File: src/hdl/kfcv_pkg.sv
// Package for the constant-velocity Kalman filter.
// Holds the sequencer state type, unit status struct and fault and register codes.
// No dependencies.
package kfcv_pkg;

    typedef enum logic [2:0] {
        ST_IDLE,
        ST_SVAR,
        ST_INNOV,
        ST_DIV0,
        ST_DIV1,
        ST_MUL,
        ST_PRED,
        ST_DONE
    } t_state;

    typedef struct packed {
        logic done;
        logic clamp;
    } t_unit_status;

    localparam logic [1:0] FAULT_OK      = 2'd0;
    localparam logic [1:0] FAULT_SKIPPED = 2'd1;
    localparam logic [1:0] FAULT_SAT     = 2'd2;

    localparam int CFG_INDEX_WIDTH = 4;
    localparam logic [CFG_INDEX_WIDTH-1:0] REG_MEAS_NOISE = 4'd0;
    localparam logic [CFG_INDEX_WIDTH-1:0] REG_Q_PP       = 4'd1;
    localparam logic [CFG_INDEX_WIDTH-1:0] REG_Q_PV       = 4'd2;
    localparam logic [CFG_INDEX_WIDTH-1:0] REG_Q_VP       = 4'd3;
    localparam logic [CFG_INDEX_WIDTH-1:0] REG_Q_VV       = 4'd4;
    localparam logic [CFG_INDEX_WIDTH-1:0] REG_MOTION_POS = 4'd5;
    localparam logic [CFG_INDEX_WIDTH-1:0] REG_MOTION_VEL = 4'd6;
    localparam logic [CFG_INDEX_WIDTH-1:0] REG_INIT_VAR   = 4'd7;

    localparam logic [2:0] MUL_OP_LAST = 3'd5;

endpackage

File: src/hdl/kfcv_mul.sv
// Bit-serial fixed-point multiplier: one multiplier bit per cycle.
// Depends on kfcv_pkg for the status struct.
module kfcv_mul import kfcv_pkg::*; #(
    parameter int WORD_WIDTH = 32,
    parameter int FRAC_BITS  = 16
) (
    input  logic                         i_clk,
    input  logic                         i_rst_n,
    input  logic                         i_start,
    input  logic signed [WORD_WIDTH-1:0] i_a,
    input  logic signed [WORD_WIDTH-1:0] i_b,
    output logic signed [WORD_WIDTH-1:0] o_result,
    output t_unit_status                 o_status
);
    localparam int W  = WORD_WIDTH;
    localparam int CW = $clog2(W + 1);

    logic [W-1:0]    r_mc;
    logic [W-1:0]    r_mp;
    logic [W-1:0]    r_hi;
    logic            r_neg;
    logic            r_busy;
    logic            r_done;
    logic [CW-1:0]   r_cnt;
    logic [W:0]      n_sum;
    logic [2*W-1:0]  n_prod;
    logic [2*W-1:0]  n_shift;
    logic [2*W-1:0]  n_lim;
    logic [2*W-1:0]  n_mag;
    logic            n_clamp;

    assign n_sum = {1'b0, r_hi} + (r_mp[0] ? {1'b0, r_mc} : {(W+1){1'b0}});

    always_ff @(posedge i_clk) begin
        if (!i_rst_n) begin
            r_busy <= 1'b0;
            r_done <= 1'b0;
            r_cnt  <= '0;
        end else begin
            r_done <= 1'b0;
            if (i_start) begin
                r_mc   <= i_a[W-1] ? (~i_a + 1'b1) : i_a;
                r_mp   <= i_b[W-1] ? (~i_b + 1'b1) : i_b;
                r_hi   <= '0;
                r_neg  <= i_a[W-1] ^ i_b[W-1];
                r_cnt  <= '0;
                r_busy <= 1'b1;
            end else if (r_busy) begin
                r_hi  <= n_sum[W:1];
                r_mp  <= {n_sum[0], r_mp[W-1:1]};
                r_cnt <= r_cnt + 1'b1;
                if (r_cnt == CW'(W - 1)) begin
                    r_busy <= 1'b0;
                    r_done <= 1'b1;
                end
            end
        end
    end

    // The magnitude is clamped against 2^(W-1) for negative results and one less otherwise.
    always_comb begin
        n_prod  = {r_hi, r_mp};
        n_shift = n_prod >> FRAC_BITS;
        n_lim   = (2*W)'(1) << (W - 1);
        if (!r_neg) begin
            n_lim = n_lim - 1'b1;
        end
        n_clamp  = n_shift > n_lim;
        n_mag    = n_clamp ? n_lim : n_shift;
        o_result = r_neg ? (~n_mag[W-1:0] + 1'b1) : n_mag[W-1:0];
    end

    assign o_status.done  = r_done;
    assign o_status.clamp = n_clamp;

endmodule

File: src/hdl/kfcv_div.sv
// Bit-serial restoring divider for fixed-point gains: one quotient bit per cycle.
// Depends on kfcv_pkg for the status struct. The divisor must be positive.
module kfcv_div import kfcv_pkg::*; #(
    parameter int WORD_WIDTH = 32,
    parameter int FRAC_BITS  = 16
) (
    input  logic                         i_clk,
    input  logic                         i_rst_n,
    input  logic                         i_start,
    input  logic signed [WORD_WIDTH-1:0] i_a,
    input  logic signed [WORD_WIDTH-1:0] i_b,
    output logic signed [WORD_WIDTH-1:0] o_result,
    output t_unit_status                 o_status
);
    localparam int W  = WORD_WIDTH;
    localparam int N  = WORD_WIDTH + FRAC_BITS;
    localparam int CW = $clog2(N + 1);

    logic [N-1:0]  r_dv;
    logic [W-1:0]  r_rem;
    logic [W-1:0]  r_den;
    logic          r_neg;
    logic          r_busy;
    logic          r_done;
    logic [CW-1:0] r_cnt;
    logic [W:0]    n_trial;
    logic [W:0]    n_diff;
    logic          n_qbit;
    logic [W-1:0]  n_mag_a;
    logic [N-1:0]  n_lim;
    logic [N-1:0]  n_mag;
    logic          n_clamp;

    assign n_mag_a = i_a[W-1] ? (~i_a + 1'b1) : i_a;
    assign n_trial = {r_rem, r_dv[N-1]};
    assign n_diff  = n_trial - {1'b0, r_den};
    assign n_qbit  = n_trial >= {1'b0, r_den};

    always_ff @(posedge i_clk) begin
        if (!i_rst_n) begin
            r_busy <= 1'b0;
            r_done <= 1'b0;
            r_cnt  <= '0;
        end else begin
            r_done <= 1'b0;
            if (i_start) begin
                r_dv   <= {n_mag_a, {FRAC_BITS{1'b0}}};
                r_rem  <= '0;
                r_den  <= i_b;
                r_neg  <= i_a[W-1];
                r_cnt  <= '0;
                r_busy <= 1'b1;
            end else if (r_busy) begin
                r_rem <= n_qbit ? n_diff[W-1:0] : n_trial[W-1:0];
                r_dv  <= {r_dv[N-2:0], n_qbit};
                r_cnt <= r_cnt + 1'b1;
                if (r_cnt == CW'(N - 1)) begin
                    r_busy <= 1'b0;
                    r_done <= 1'b1;
                end
            end
        end
    end

    always_comb begin
        n_lim = N'(1) << (W - 1);
        if (!r_neg) begin
            n_lim = n_lim - 1'b1;
        end
        n_clamp  = r_dv > n_lim;
        n_mag    = n_clamp ? n_lim : r_dv;
        o_result = r_neg ? (~n_mag[W-1:0] + 1'b1) : n_mag[W-1:0];
    end

    assign o_status.done  = r_done;
    assign o_status.clamp = n_clamp;

endmodule

File: src/hdl/kalman_filter_const_velocity.sv
// Each measurement update runs through the bit-serial divider (two gains) and multiplier (six
// products) in turn; the next sample is taken once the sequencer is idle, even while the
// previous result still waits in the output register.
// Reset (synchronous, active low) loads zero state, init_var covariance and register defaults.
module kalman_filter_const_velocity import kfcv_pkg::*; #(
    parameter int WORD_WIDTH = 32,
    parameter int FRAC_BITS  = 16
) (
    input  logic                         i_clk,
    input  logic                         i_rst_n,
    input  logic                         i_in_valid,
    output logic                         o_in_ready,
    input  logic signed [WORD_WIDTH-1:0] i_measured_pos,
    input  logic                         i_restart,
    output logic                         o_out_valid,
    input  logic                         i_out_ready,
    output logic signed [WORD_WIDTH-1:0] o_est_pos,
    output logic signed [WORD_WIDTH-1:0] o_est_vel,
    output logic signed [WORD_WIDTH-1:0] o_cov_out_pp,
    output logic signed [WORD_WIDTH-1:0] o_cov_out_pv,
    output logic signed [WORD_WIDTH-1:0] o_cov_out_vp,
    output logic signed [WORD_WIDTH-1:0] o_cov_out_vv,
    output logic [1:0]                   o_fault,
    input  logic                         i_cfg_valid,
    output logic                         o_cfg_ready,
    input  logic [CFG_INDEX_WIDTH-1:0]   i_cfg_index,
    input  logic [WORD_WIDTH-1:0]        i_cfg_data
);
    localparam int W  = WORD_WIDTH;
    localparam int XW = WORD_WIDTH + 3;
    // Sums are formed exactly three bits wider and then clamped to the word range.
    localparam logic signed [XW-1:0] SAT_MAX = {4'b0000, {(W-1){1'b1}}};
    localparam logic signed [XW-1:0] SAT_MIN = ~SAT_MAX;
    localparam logic [W-2:0] MEAS_NOISE_RESET = (W-1)'(65536);
    localparam logic [W-2:0] INIT_VAR_RESET   = (W-1)'(65536000);

    function automatic logic signed [W-1:0] clip(input logic signed [XW-1:0] v);
        if (v > SAT_MAX) begin
            return SAT_MAX[W-1:0];
        end else if (v < SAT_MIN) begin
            return SAT_MIN[W-1:0];
        end
        return v[W-1:0];
    endfunction

    function automatic logic over(input logic signed [XW-1:0] v);
        return (v > SAT_MAX) || (v < SAT_MIN);
    endfunction

    function automatic logic signed [XW-1:0] ext(input logic signed [W-1:0] v);
        return XW'(v);
    endfunction

    // Configuration registers.
    logic [W-2:0]        r_meas_noise;
    logic signed [W-1:0] r_q_pp, r_q_pv, r_q_vp, r_q_vv;
    logic signed [W-1:0] r_motion_pos, r_motion_vel;
    logic [W-2:0]        r_init_var;

    // Filter state and per-sample working values.
    logic signed [W-1:0] r_pos, r_vel, r_p00, r_p01, r_p10, r_p11;
    logic signed [W-1:0] r_z, r_s, r_y, r_k0, r_k1;
    logic                r_clamp;
    logic                r_skip;
    logic                r_launch;
    logic [2:0]          r_op;
    t_state              r_state;
    t_state              n_state;

    // Output register.
    logic                r_out_valid;
    logic signed [W-1:0] r_o_pos, r_o_vel, r_o_pp, r_o_pv, r_o_vp, r_o_vv;
    logic [1:0]          r_o_fault;

    logic                in_xfer;
    logic                div_start, mul_start;
    logic signed [W-1:0] div_a, div_q, mul_a, mul_b, mul_p;
    t_unit_status        div_st, mul_st;

    logic signed [XW-1:0] n_svar, n_innov;
    logic signed [XW-1:0] n_comb;
    logic signed [W-1:0]  n_base;
    logic                 n_sub;
    logic signed [XW-1:0] n_pr_pos, n_pr_vel, n_pr_00, n_pr_01, n_pr_10, n_pr_11;

    assign o_cfg_ready = 1'b1;
    assign o_in_ready  = (r_state == ST_IDLE);
    assign in_xfer     = i_in_valid && o_in_ready;

    always_ff @(posedge i_clk) begin
        if (!i_rst_n) begin
            r_meas_noise <= MEAS_NOISE_RESET;
            r_q_pp       <= '0;
            r_q_pv       <= '0;
            r_q_vp       <= '0;
            r_q_vv       <= '0;
            r_motion_pos <= '0;
            r_motion_vel <= '0;
            r_init_var   <= INIT_VAR_RESET;
        end else if (i_cfg_valid) begin
            unique case (i_cfg_index)
                REG_MEAS_NOISE: r_meas_noise <= i_cfg_data[W-2:0];
                REG_Q_PP:       r_q_pp       <= i_cfg_data;
                REG_Q_PV:       r_q_pv       <= i_cfg_data;
                REG_Q_VP:       r_q_vp       <= i_cfg_data;
                REG_Q_VV:       r_q_vv       <= i_cfg_data;
                REG_MOTION_POS: r_motion_pos <= i_cfg_data;
                REG_MOTION_VEL: r_motion_vel <= i_cfg_data;
                REG_INIT_VAR:   r_init_var   <= i_cfg_data[W-2:0];
                default: ;
            endcase
        end
    end

    // Shared serial units: the divider forms both gains, the multiplier all six products.
    assign div_a     = (r_state == ST_DIV0) ? r_p00 : r_p10;
    assign div_start = ((r_state == ST_DIV0) || (r_state == ST_DIV1)) && !r_launch;
    assign mul_start = (r_state == ST_MUL) && !r_launch;

    kfcv_div #(.WORD_WIDTH(W), .FRAC_BITS(FRAC_BITS)) u_div (
        .i_clk    (i_clk),
        .i_rst_n  (i_rst_n),
        .i_start  (div_start),
        .i_a      (div_a),
        .i_b      (r_s),
        .o_result (div_q),
        .o_status (div_st)
    );

    kfcv_mul #(.WORD_WIDTH(W), .FRAC_BITS(FRAC_BITS)) u_mul (
        .i_clk    (i_clk),
        .i_rst_n  (i_rst_n),
        .i_start  (mul_start),
        .i_a      (mul_a),
        .i_b      (mul_b),
        .o_result (mul_p),
        .o_status (mul_st)
    );

    // Measurement update order keeps every operand unchanged until its last use:
    // the gains times the innovation go to position and velocity, then the covariance
    // is corrected from the bottom-right entry up to the top-left one.
    always_comb begin
        mul_a  = r_k0;
        mul_b  = r_y;
        n_base = r_pos;
        n_sub  = 1'b0;
        case (r_op)
            3'd0: begin mul_a = r_k0; mul_b = r_y;   n_base = r_pos; n_sub = 1'b0; end
            3'd1: begin mul_a = r_k1; mul_b = r_y;   n_base = r_vel; n_sub = 1'b0; end
            3'd2: begin mul_a = r_k1; mul_b = r_p01; n_base = r_p11; n_sub = 1'b1; end
            3'd3: begin mul_a = r_k0; mul_b = r_p01; n_base = r_p01; n_sub = 1'b1; end
            3'd4: begin mul_a = r_k1; mul_b = r_p00; n_base = r_p10; n_sub = 1'b1; end
            default: begin mul_a = r_k0; mul_b = r_p00; n_base = r_p00; n_sub = 1'b1; end
        endcase
        n_comb = n_sub ? (ext(n_base) - ext(mul_p)) : (ext(n_base) + ext(mul_p));
    end

    assign n_svar  = ext(r_p00) + XW'(r_meas_noise);
    assign n_innov = ext(r_z) - ext(r_pos);

    // Prediction with F = [[1,1],[0,1]]: all terms use the state after any correction.
    assign n_pr_pos = ext(r_pos) + ext(r_vel) + ext(r_motion_pos);
    assign n_pr_vel = ext(r_vel) + ext(r_motion_vel);
    assign n_pr_00  = ext(r_p00) + ext(r_p01) + ext(r_p10) + ext(r_p11) + ext(r_q_pp);
    assign n_pr_01  = ext(r_p01) + ext(r_p11) + ext(r_q_pv);
    assign n_pr_10  = ext(r_p10) + ext(r_p11) + ext(r_q_vp);
    assign n_pr_11  = ext(r_p11) + ext(r_q_vv);

    always_comb begin
        n_state = r_state;
        unique case (r_state)
            ST_IDLE:  if (in_xfer) begin n_state = ST_SVAR; end
            ST_SVAR:  n_state = (clip(n_svar) <= 0) ? ST_PRED : ST_INNOV;
            ST_INNOV: n_state = ST_DIV0;
            ST_DIV0:  if (div_st.done) begin n_state = ST_DIV1; end
            ST_DIV1:  if (div_st.done) begin n_state = ST_MUL; end
            ST_MUL:   if (mul_st.done && (r_op == MUL_OP_LAST)) begin n_state = ST_PRED; end
            ST_PRED:  n_state = ST_DONE;
            ST_DONE:  if (!r_out_valid || i_out_ready) begin n_state = ST_IDLE; end
            default:  n_state = ST_IDLE;
        endcase
    end

    always_ff @(posedge i_clk) begin
        if (!i_rst_n) begin
            r_state     <= ST_IDLE;
            r_launch    <= 1'b0;
            r_op        <= '0;
            r_out_valid <= 1'b0;
            r_clamp     <= 1'b0;
            r_skip      <= 1'b0;
            r_pos       <= '0;
            r_vel       <= '0;
            r_p00       <= W'(INIT_VAR_RESET);
            r_p01       <= '0;
            r_p10       <= '0;
            r_p11       <= W'(INIT_VAR_RESET);
        end else begin
            r_state <= n_state;
            // A new result loads the output register in the same cycle the old one leaves.
            if ((r_state == ST_DONE) && (!r_out_valid || i_out_ready)) begin
                r_out_valid <= 1'b1;
            end else if (o_out_valid && i_out_ready) begin
                r_out_valid <= 1'b0;
            end
            if (div_start || mul_start) begin
                r_launch <= 1'b1;
            end
            unique case (r_state)
                ST_IDLE: begin
                    if (in_xfer) begin
                        r_z     <= i_measured_pos;
                        r_clamp <= 1'b0;
                        r_skip  <= 1'b0;
                        r_op    <= '0;
                        if (i_restart) begin
                            r_pos <= '0;
                            r_vel <= '0;
                            r_p00 <= W'(r_init_var);
                            r_p01 <= '0;
                            r_p10 <= '0;
                            r_p11 <= W'(r_init_var);
                        end
                    end
                end
                ST_SVAR: begin
                    r_s    <= clip(n_svar);
                    r_skip <= clip(n_svar) <= 0;
                    if (over(n_svar)) begin
                        r_clamp <= 1'b1;
                    end
                end
                ST_INNOV: begin
                    r_y <= clip(n_innov);
                    if (over(n_innov)) begin
                        r_clamp <= 1'b1;
                    end
                end
                ST_DIV0, ST_DIV1: begin
                    if (div_st.done) begin
                        r_launch <= 1'b0;
                        if (div_st.clamp) begin
                            r_clamp <= 1'b1;
                        end
                        if (r_state == ST_DIV0) begin
                            r_k0 <= div_q;
                        end else begin
                            r_k1 <= div_q;
                        end
                    end
                end
                ST_MUL: begin
                    if (mul_st.done) begin
                        r_launch <= 1'b0;
                        r_op     <= r_op + 1'b1;
                        if (mul_st.clamp || over(n_comb)) begin
                            r_clamp <= 1'b1;
                        end
                        case (r_op)
                            3'd0:    r_pos <= clip(n_comb);
                            3'd1:    r_vel <= clip(n_comb);
                            3'd2:    r_p11 <= clip(n_comb);
                            3'd3:    r_p01 <= clip(n_comb);
                            3'd4:    r_p10 <= clip(n_comb);
                            default: r_p00 <= clip(n_comb);
                        endcase
                    end
                end
                ST_PRED: begin
                    r_pos <= clip(n_pr_pos);
                    r_vel <= clip(n_pr_vel);
                    r_p00 <= clip(n_pr_00);
                    r_p01 <= clip(n_pr_01);
                    r_p10 <= clip(n_pr_10);
                    r_p11 <= clip(n_pr_11);
                    if (over(n_pr_pos) || over(n_pr_vel) || over(n_pr_00) ||
                        over(n_pr_01) || over(n_pr_10) || over(n_pr_11)) begin
                        r_clamp <= 1'b1;
                    end
                end
                ST_DONE: begin
                    // The result moves into the output register once it is free.
                    if (!r_out_valid || i_out_ready) begin
                        r_o_pos     <= r_pos;
                        r_o_vel     <= r_vel;
                        r_o_pp      <= r_p00;
                        r_o_pv      <= r_p01;
                        r_o_vp      <= r_p10;
                        r_o_vv      <= r_p11;
                        r_o_fault   <= r_skip ? FAULT_SKIPPED :
                                       (r_clamp ? FAULT_SAT : FAULT_OK);
                    end
                end
                default: ;
            endcase
        end
    end

    assign o_out_valid  = r_out_valid;
    assign o_est_pos    = r_o_pos;
    assign o_est_vel    = r_o_vel;
    assign o_cov_out_pp = r_o_pp;
    assign o_cov_out_pv = r_o_pv;
    assign o_cov_out_vp = r_o_vp;
    assign o_cov_out_vv = r_o_vv;
    assign o_fault      = r_o_fault;

endmodule

File: config.mk
export PLATFORM = sky130hd
export DESIGN_NAME = kalman_filter_const_velocity
export DESIGN_NICKNAME = d
export VERILOG_FILES = /design/src/hdl/kfcv_pkg.sv /design/src/hdl/kfcv_mul.sv /design/src/hdl/kfcv_div.sv /design/src/hdl/kalman_filter_const_velocity.sv
export SDC_FILE = /design/constraint.sdc
export NUM_CORES = 2
export LEC_CHECK = 0
export ABC_AREA = 1
export ABC_CLOCK_PERIOD_IN_PS = 35100
export BUFFER_PORTS_ARGS = -buffer_cell sky130_fd_sc_hd__clkbuf_2
export CAP_MARGIN = 15
export CORE_UTILIZATION = 30
export CTS_BUF_LIST = sky130_fd_sc_hd__clkbuf_4 sky130_fd_sc_hd__clkbuf_8
export DETAILED_ROUTE_END_ITERATION = 7
export PLACE_DENSITY = 0.46
export RECOVER_POWER = 25
export SLEW_MARGIN = 5
export SYNTH_ARGS = -nofsm -noshare
export SYNTH_HDL_FRONTEND = slang
export SYNTH_SLANG_ARGS = --single-unit
File: constraint.sdc
create_clock -name i_clk -period 35.1 [get_ports i_clk]
set_input_delay 7.02 -clock i_clk [delete_from_list [all_inputs] [get_ports i_clk]]
set_output_delay 7.02 -clock i_clk [all_outputs]
set_load 0.005 [all_outputs]
==> reports/results.txt <==
The flow ran to the end, but the final reports show violations. The final reports fail on antenna rules, capacitance limit, slew limit. The clock sink count was 1,036; the number of global-route vias before repair was 58.3k.

Yosys attributes the largest share of cell area to sky130_fd_sc_hd__edfxtp_1 (25%), sky130_fd_sc_hd__dfxtp_1 (14%), sky130_fd_sc_hd__ha_1 (8.1%). The final-report max-slew violation count is 409, and the cell area power density is 95.4 nW/um^2. The height of the die is 475 um, and the worst clock skew on the final layout is 0.0621 ns. The fraction of final layout cells sized beyond drive strength 1 was 0.0906.

The tools report the post-layout net count as 9,119. The flip-flop count of the largest register, all copies and words added works out to 48. The H-tree was split into 4 levels. IR analysis of the VDD net gives a maximum drop of 0.0797 mV. The smallest clock period supported by the final layout is computed as 10.18 ns. Cell repeated most along the worst path: sky130_fd_sc_hd__nand2_1.

The largest fanout on the critical path was 32. Setup repair after global routing left no endpoint under its margin. The count of maximum capacitance violations is 8, and the clock latency on the worst-skew pair is 1.01 ns.

For the worst setup path, the data arrival time is 11.11 ns. The mean post-synth cell area is 8.24 sq um, and the TritonCTS buffer count is 197. The tools report the clock root buffer as sky130_fd_sc_hd__clkbuf_8. Final hold analysis gives a worst-case slack of 0.413 ns. The busiest layer in global routing is met2. Summed over all instances, the cell type with the most area after synthesis is sky130_fd_sc_hd__edfxtp_1. The logs give 0.0514 for the global routing met3 resource utilization and 0.365 for the met1 layer usage reported by global route. The detailed router finished its first iteration with 6,480 violations. The routing usage on met2 is 0.391, and the initial antenna violation count is 33.

Leaving out fill and tap cells, the most frequent cells in the layout are sky130_fd_sc_hd__nand2_1 (1,414), sky130_fd_sc_hd__o21ai_0 (939), sky130_fd_sc_hd__nor2_1 (877), sky130_fd_sc_hd__inv_1 (724), sky130_fd_sc_hd__a21oi_1 (661). TritonCTS built the clock tree. After synthesis, the netlist uses 63 different library cells. Post-CTS setup repair buffer count: 0. The die covers 225,000 sq um. The via count came out at 61.3k.

For the global-route wire length before repair, the log shows 424 mm. In this run the core area contains 173 standard-cell rows. The path category of the worst min-delay check was reg -> reg. The run gives 0.263 as the total routing resource utilization after global routing. The tools report the combined area of all synthesized cells as 67,100 sq um. The post-route fraction of the period consumed by the critical path came out at 0.290. For this run the aggregate overflow at the end of global routing stands at 0.

The area share of the largest cell type after synthesis works out to 0.253. The proportion of register bits with asynchronous set or reset after synthesis was 0. The largest incremental delay on the critical path works out to 1.07 ns. The overall die width came out at 475 um. The wire-length estimate of the detail-placed layout is 230 mm. The logs give 6 for the detailed-routing iteration count for the pre-antenna-repair pass and 98.3 MHz for the maximum clock rate. Dividing the detail-routed wire length by the instance count gives 26.2 um.

The via density per instance is 5.30, and the area growth from synthesis to layout is 13.4%. The run gives 0.393 as the fraction of the yosys area taken by sequential cells. Synthesis produced 8,135 cells.

During placement, the flow inserted port buffers numbering 269. The final antenna-violating net count is 1. Gates resized during post-CTS repair numbered 0. Summed over all cells, the static leakage comes to 33.4 nW. The number of hold violations in the final report was 0; the core outline area was 222,000 sq um. Most used flip-flop cell after synthesis: sky130_fd_sc_hd__edfxtp_1.

For this design the top-level I/O count stands at 271. The startpoint-to-endpoint class of the critical path was reg -> reg. Summed over all failing endpoints, the final setup total negative slack is 0 ns. The category of the worst setup path launch point was a flip-flop.

The headroom to the max-slew limit is -1.33, and the count of unresolved DRC violations after routing is 0. Summed over all layers, the routed wires come to 303 mm. The most common cell after layout, fill and taps aside is sky130_fd_sc_hd__nand2_1. STA classifies the critical path endpoint as a flip-flop.

The most flop-heavy register is u_div.r_dv. The Yosys step of the flow raised 0 warnings. Synthesis inferred 1,036 register bits.

The largest buffer count on any clock path was 3; the placer congestion estimate was 1.01. Yosys mapped a number of flops with a built-in enable equal to 564. The post-synthesis net count came out at 8,849. Slowest cell on the critical path: sky130_fd_sc_hd__inv_1. After clock tree synthesis, the clock-pin slew on the worst setup and hold paths is 0.07 ns. Setup violations remaining at the end of the flow were counted as 0. The run gives 0.302 as the starting density of the core. Entering global routing, the biggest net connects 196 pins.

For the pin with the worst max-slew slack, the measured transition is 3.50 ns. For this design, the CTS-stage hold fixing added 0 buffers. The data required time of the worst path was 36.03 ns.
==> cells in the mapped netlist (8+ instances only) <==
master,instances
sky130_fd_sc_hd__nand4_1,47
sky130_fd_sc_hd__nor4_1,16
sky130_fd_sc_hd__buf_6,9
sky130_fd_sc_hd__clkbuf_2,26
sky130_fd_sc_hd__xor2_1,275
sky130_fd_sc_hd__o31ai_1,11
sky130_fd_sc_hd__edfxtp_1,564
sky130_fd_sc_hd__clkbuf_1,261
sky130_fd_sc_hd__nand3b_1,15
sky130_fd_sc_hd__inv_1,724
sky130_fd_sc_hd__a21boi_0,30
sky130_fd_sc_hd__xnor2_1,141
sky130_fd_sc_hd__nand2_1,1415
sky130_fd_sc_hd__o22ai_1,11
sky130_fd_sc_hd__buf_2,10
sky130_fd_sc_hd__nor3_1,76
sky130_fd_sc_hd__ha_1,436
sky130_fd_sc_hd__o21ai_0,941
sky130_fd_sc_hd__buf_1,23
sky130_fd_sc_hd__nand2_2,36
sky130_fd_sc_hd__a22oi_1,19
sky130_fd_sc_hd__nand3_1,337
sky130_fd_sc_hd__a31oi_1,172
sky130_fd_sc_hd__a221oi_1,38
sky130_fd_sc_hd__o221ai_1,24
sky130_fd_sc_hd__nor2_1,892
sky130_fd_sc_hd__a211oi_1,16
sky130_fd_sc_hd__dfxtp_1,472
sky130_fd_sc_hd__o211ai_1,23
sky130_fd_sc_hd__mux2i_1,19
sky130_fd_sc_hd__fa_1,204
sky130_fd_sc_hd__clkinv_1,9
sky130_fd_sc_hd__or2_2,10
sky130_fd_sc_hd__a21oi_1,667
sky130_fd_sc_hd__o21ai_1,21
sky130_fd_sc_hd__inv_2,11
sky130_fd_sc_hd__a21o_1,20
sky130_fd_sc_hd__o21a_1,28
sky130_fd_sc_hd__o21bai_1,27
sky130_fd_sc_hd__nor3b_1,8
==> layout make-up <==
cell class	count	area (sq um)
Fill cell	23300	146000
Multi-Input combinational cell	6022	36700
Sequential cell	1036	26400
Tap cell	2975	3720
Clock buffer	279	3490
Inverter	744	2800
Timing Repair Buffer	404	2190
Clock inverter	88	793
Antenna cell	17	42.5
==> worst paths after layout <==
kind                              start               to  slack [ns]  depth (start not counted)
worst min register to register  r_s[29]  u_div.r_den[29]        0.41                          0
worst min-delay path            r_s[29]  u_div.r_den[29]        0.41                          0
worst max register to register  r_op[2]        r_p00[23]       24.92                         38
worst max-delay path            r_op[2]        r_p00[23]       24.92                         38
==> stage by stage <==
| stage | instances | cell area [sq um] | util | worst slack (ns) | total power, mW |
|---|---|---|---|---|---|
| after floorplan | 8135 | 67100 | - | 13.23 | 4.27 |
| after global placement | 11200 | 71900 | 0.324 | 24.05 | 5.85 |
| after detailed placement | 11200 | 72000 | 0.324 | 24.08 | 5.82 |
| after CTS | 11500 | 76300 | 0.343 | 25.16 | 7.18 |
| after global routing | 11600 | 76000 | 0.342 | 24.56 | 7.66 |
| final | 11600 | 76100 | 0.342 | 24.92 | 7.26 |
==> worst max-delay path: cells and delay by family (launching register included) <==
kind	cells	cell delay, ns
simple gates	26	4.51
compound gates	2	1.36
fa+ha+maj	2	1.06
buf+inv	8	2.76
flops	1	0.32
==> power breakdown <==
| group | leakage (nW) | total (mW) | internal (mW) | switching (mW) |
|---|---|---|---|---|
| combinational | 22.2 | 4.11 | 1.23 | 2.89 |
| clock | 2.26 | 1.33 | 0.723 | 0.602 |
| sequential | 8.97 | 1.82 | 1.53 | 0.294 |
==> cell families (layout without fill, tap and decap cells) <==
group / after synthesis / in the layout / synth area share
xor gates and xnor gates: 416 / 416 / 0.0543
buffers and inverters: 1077 / 1515 / 0.0622
other: 1 / 18 / 0.0000559
and+or+nand+nor: 2869 / 2869 / 0.175
DFF: 1036 / 1036 / 0.393
muxes: 23 / 23 / 0.00351
AOI/OAI and AO/OA: 2073 / 2073 / 0.170
adders and majority gates: 640 / 640 / 0.142
==> per-layer routing <==
| layer | wire length [um] | part of all wire |
|---|---|---|
| met1 | 134000 | 0.44 |
| met2 | 128000 | 0.42 |
| met3 | 25800 | 0.085 |
| met4 | 15200 | 0.050 |
| met5 | 89 | 0.00029 |
No activity file was read; power rests on OpenSTA's default activity.
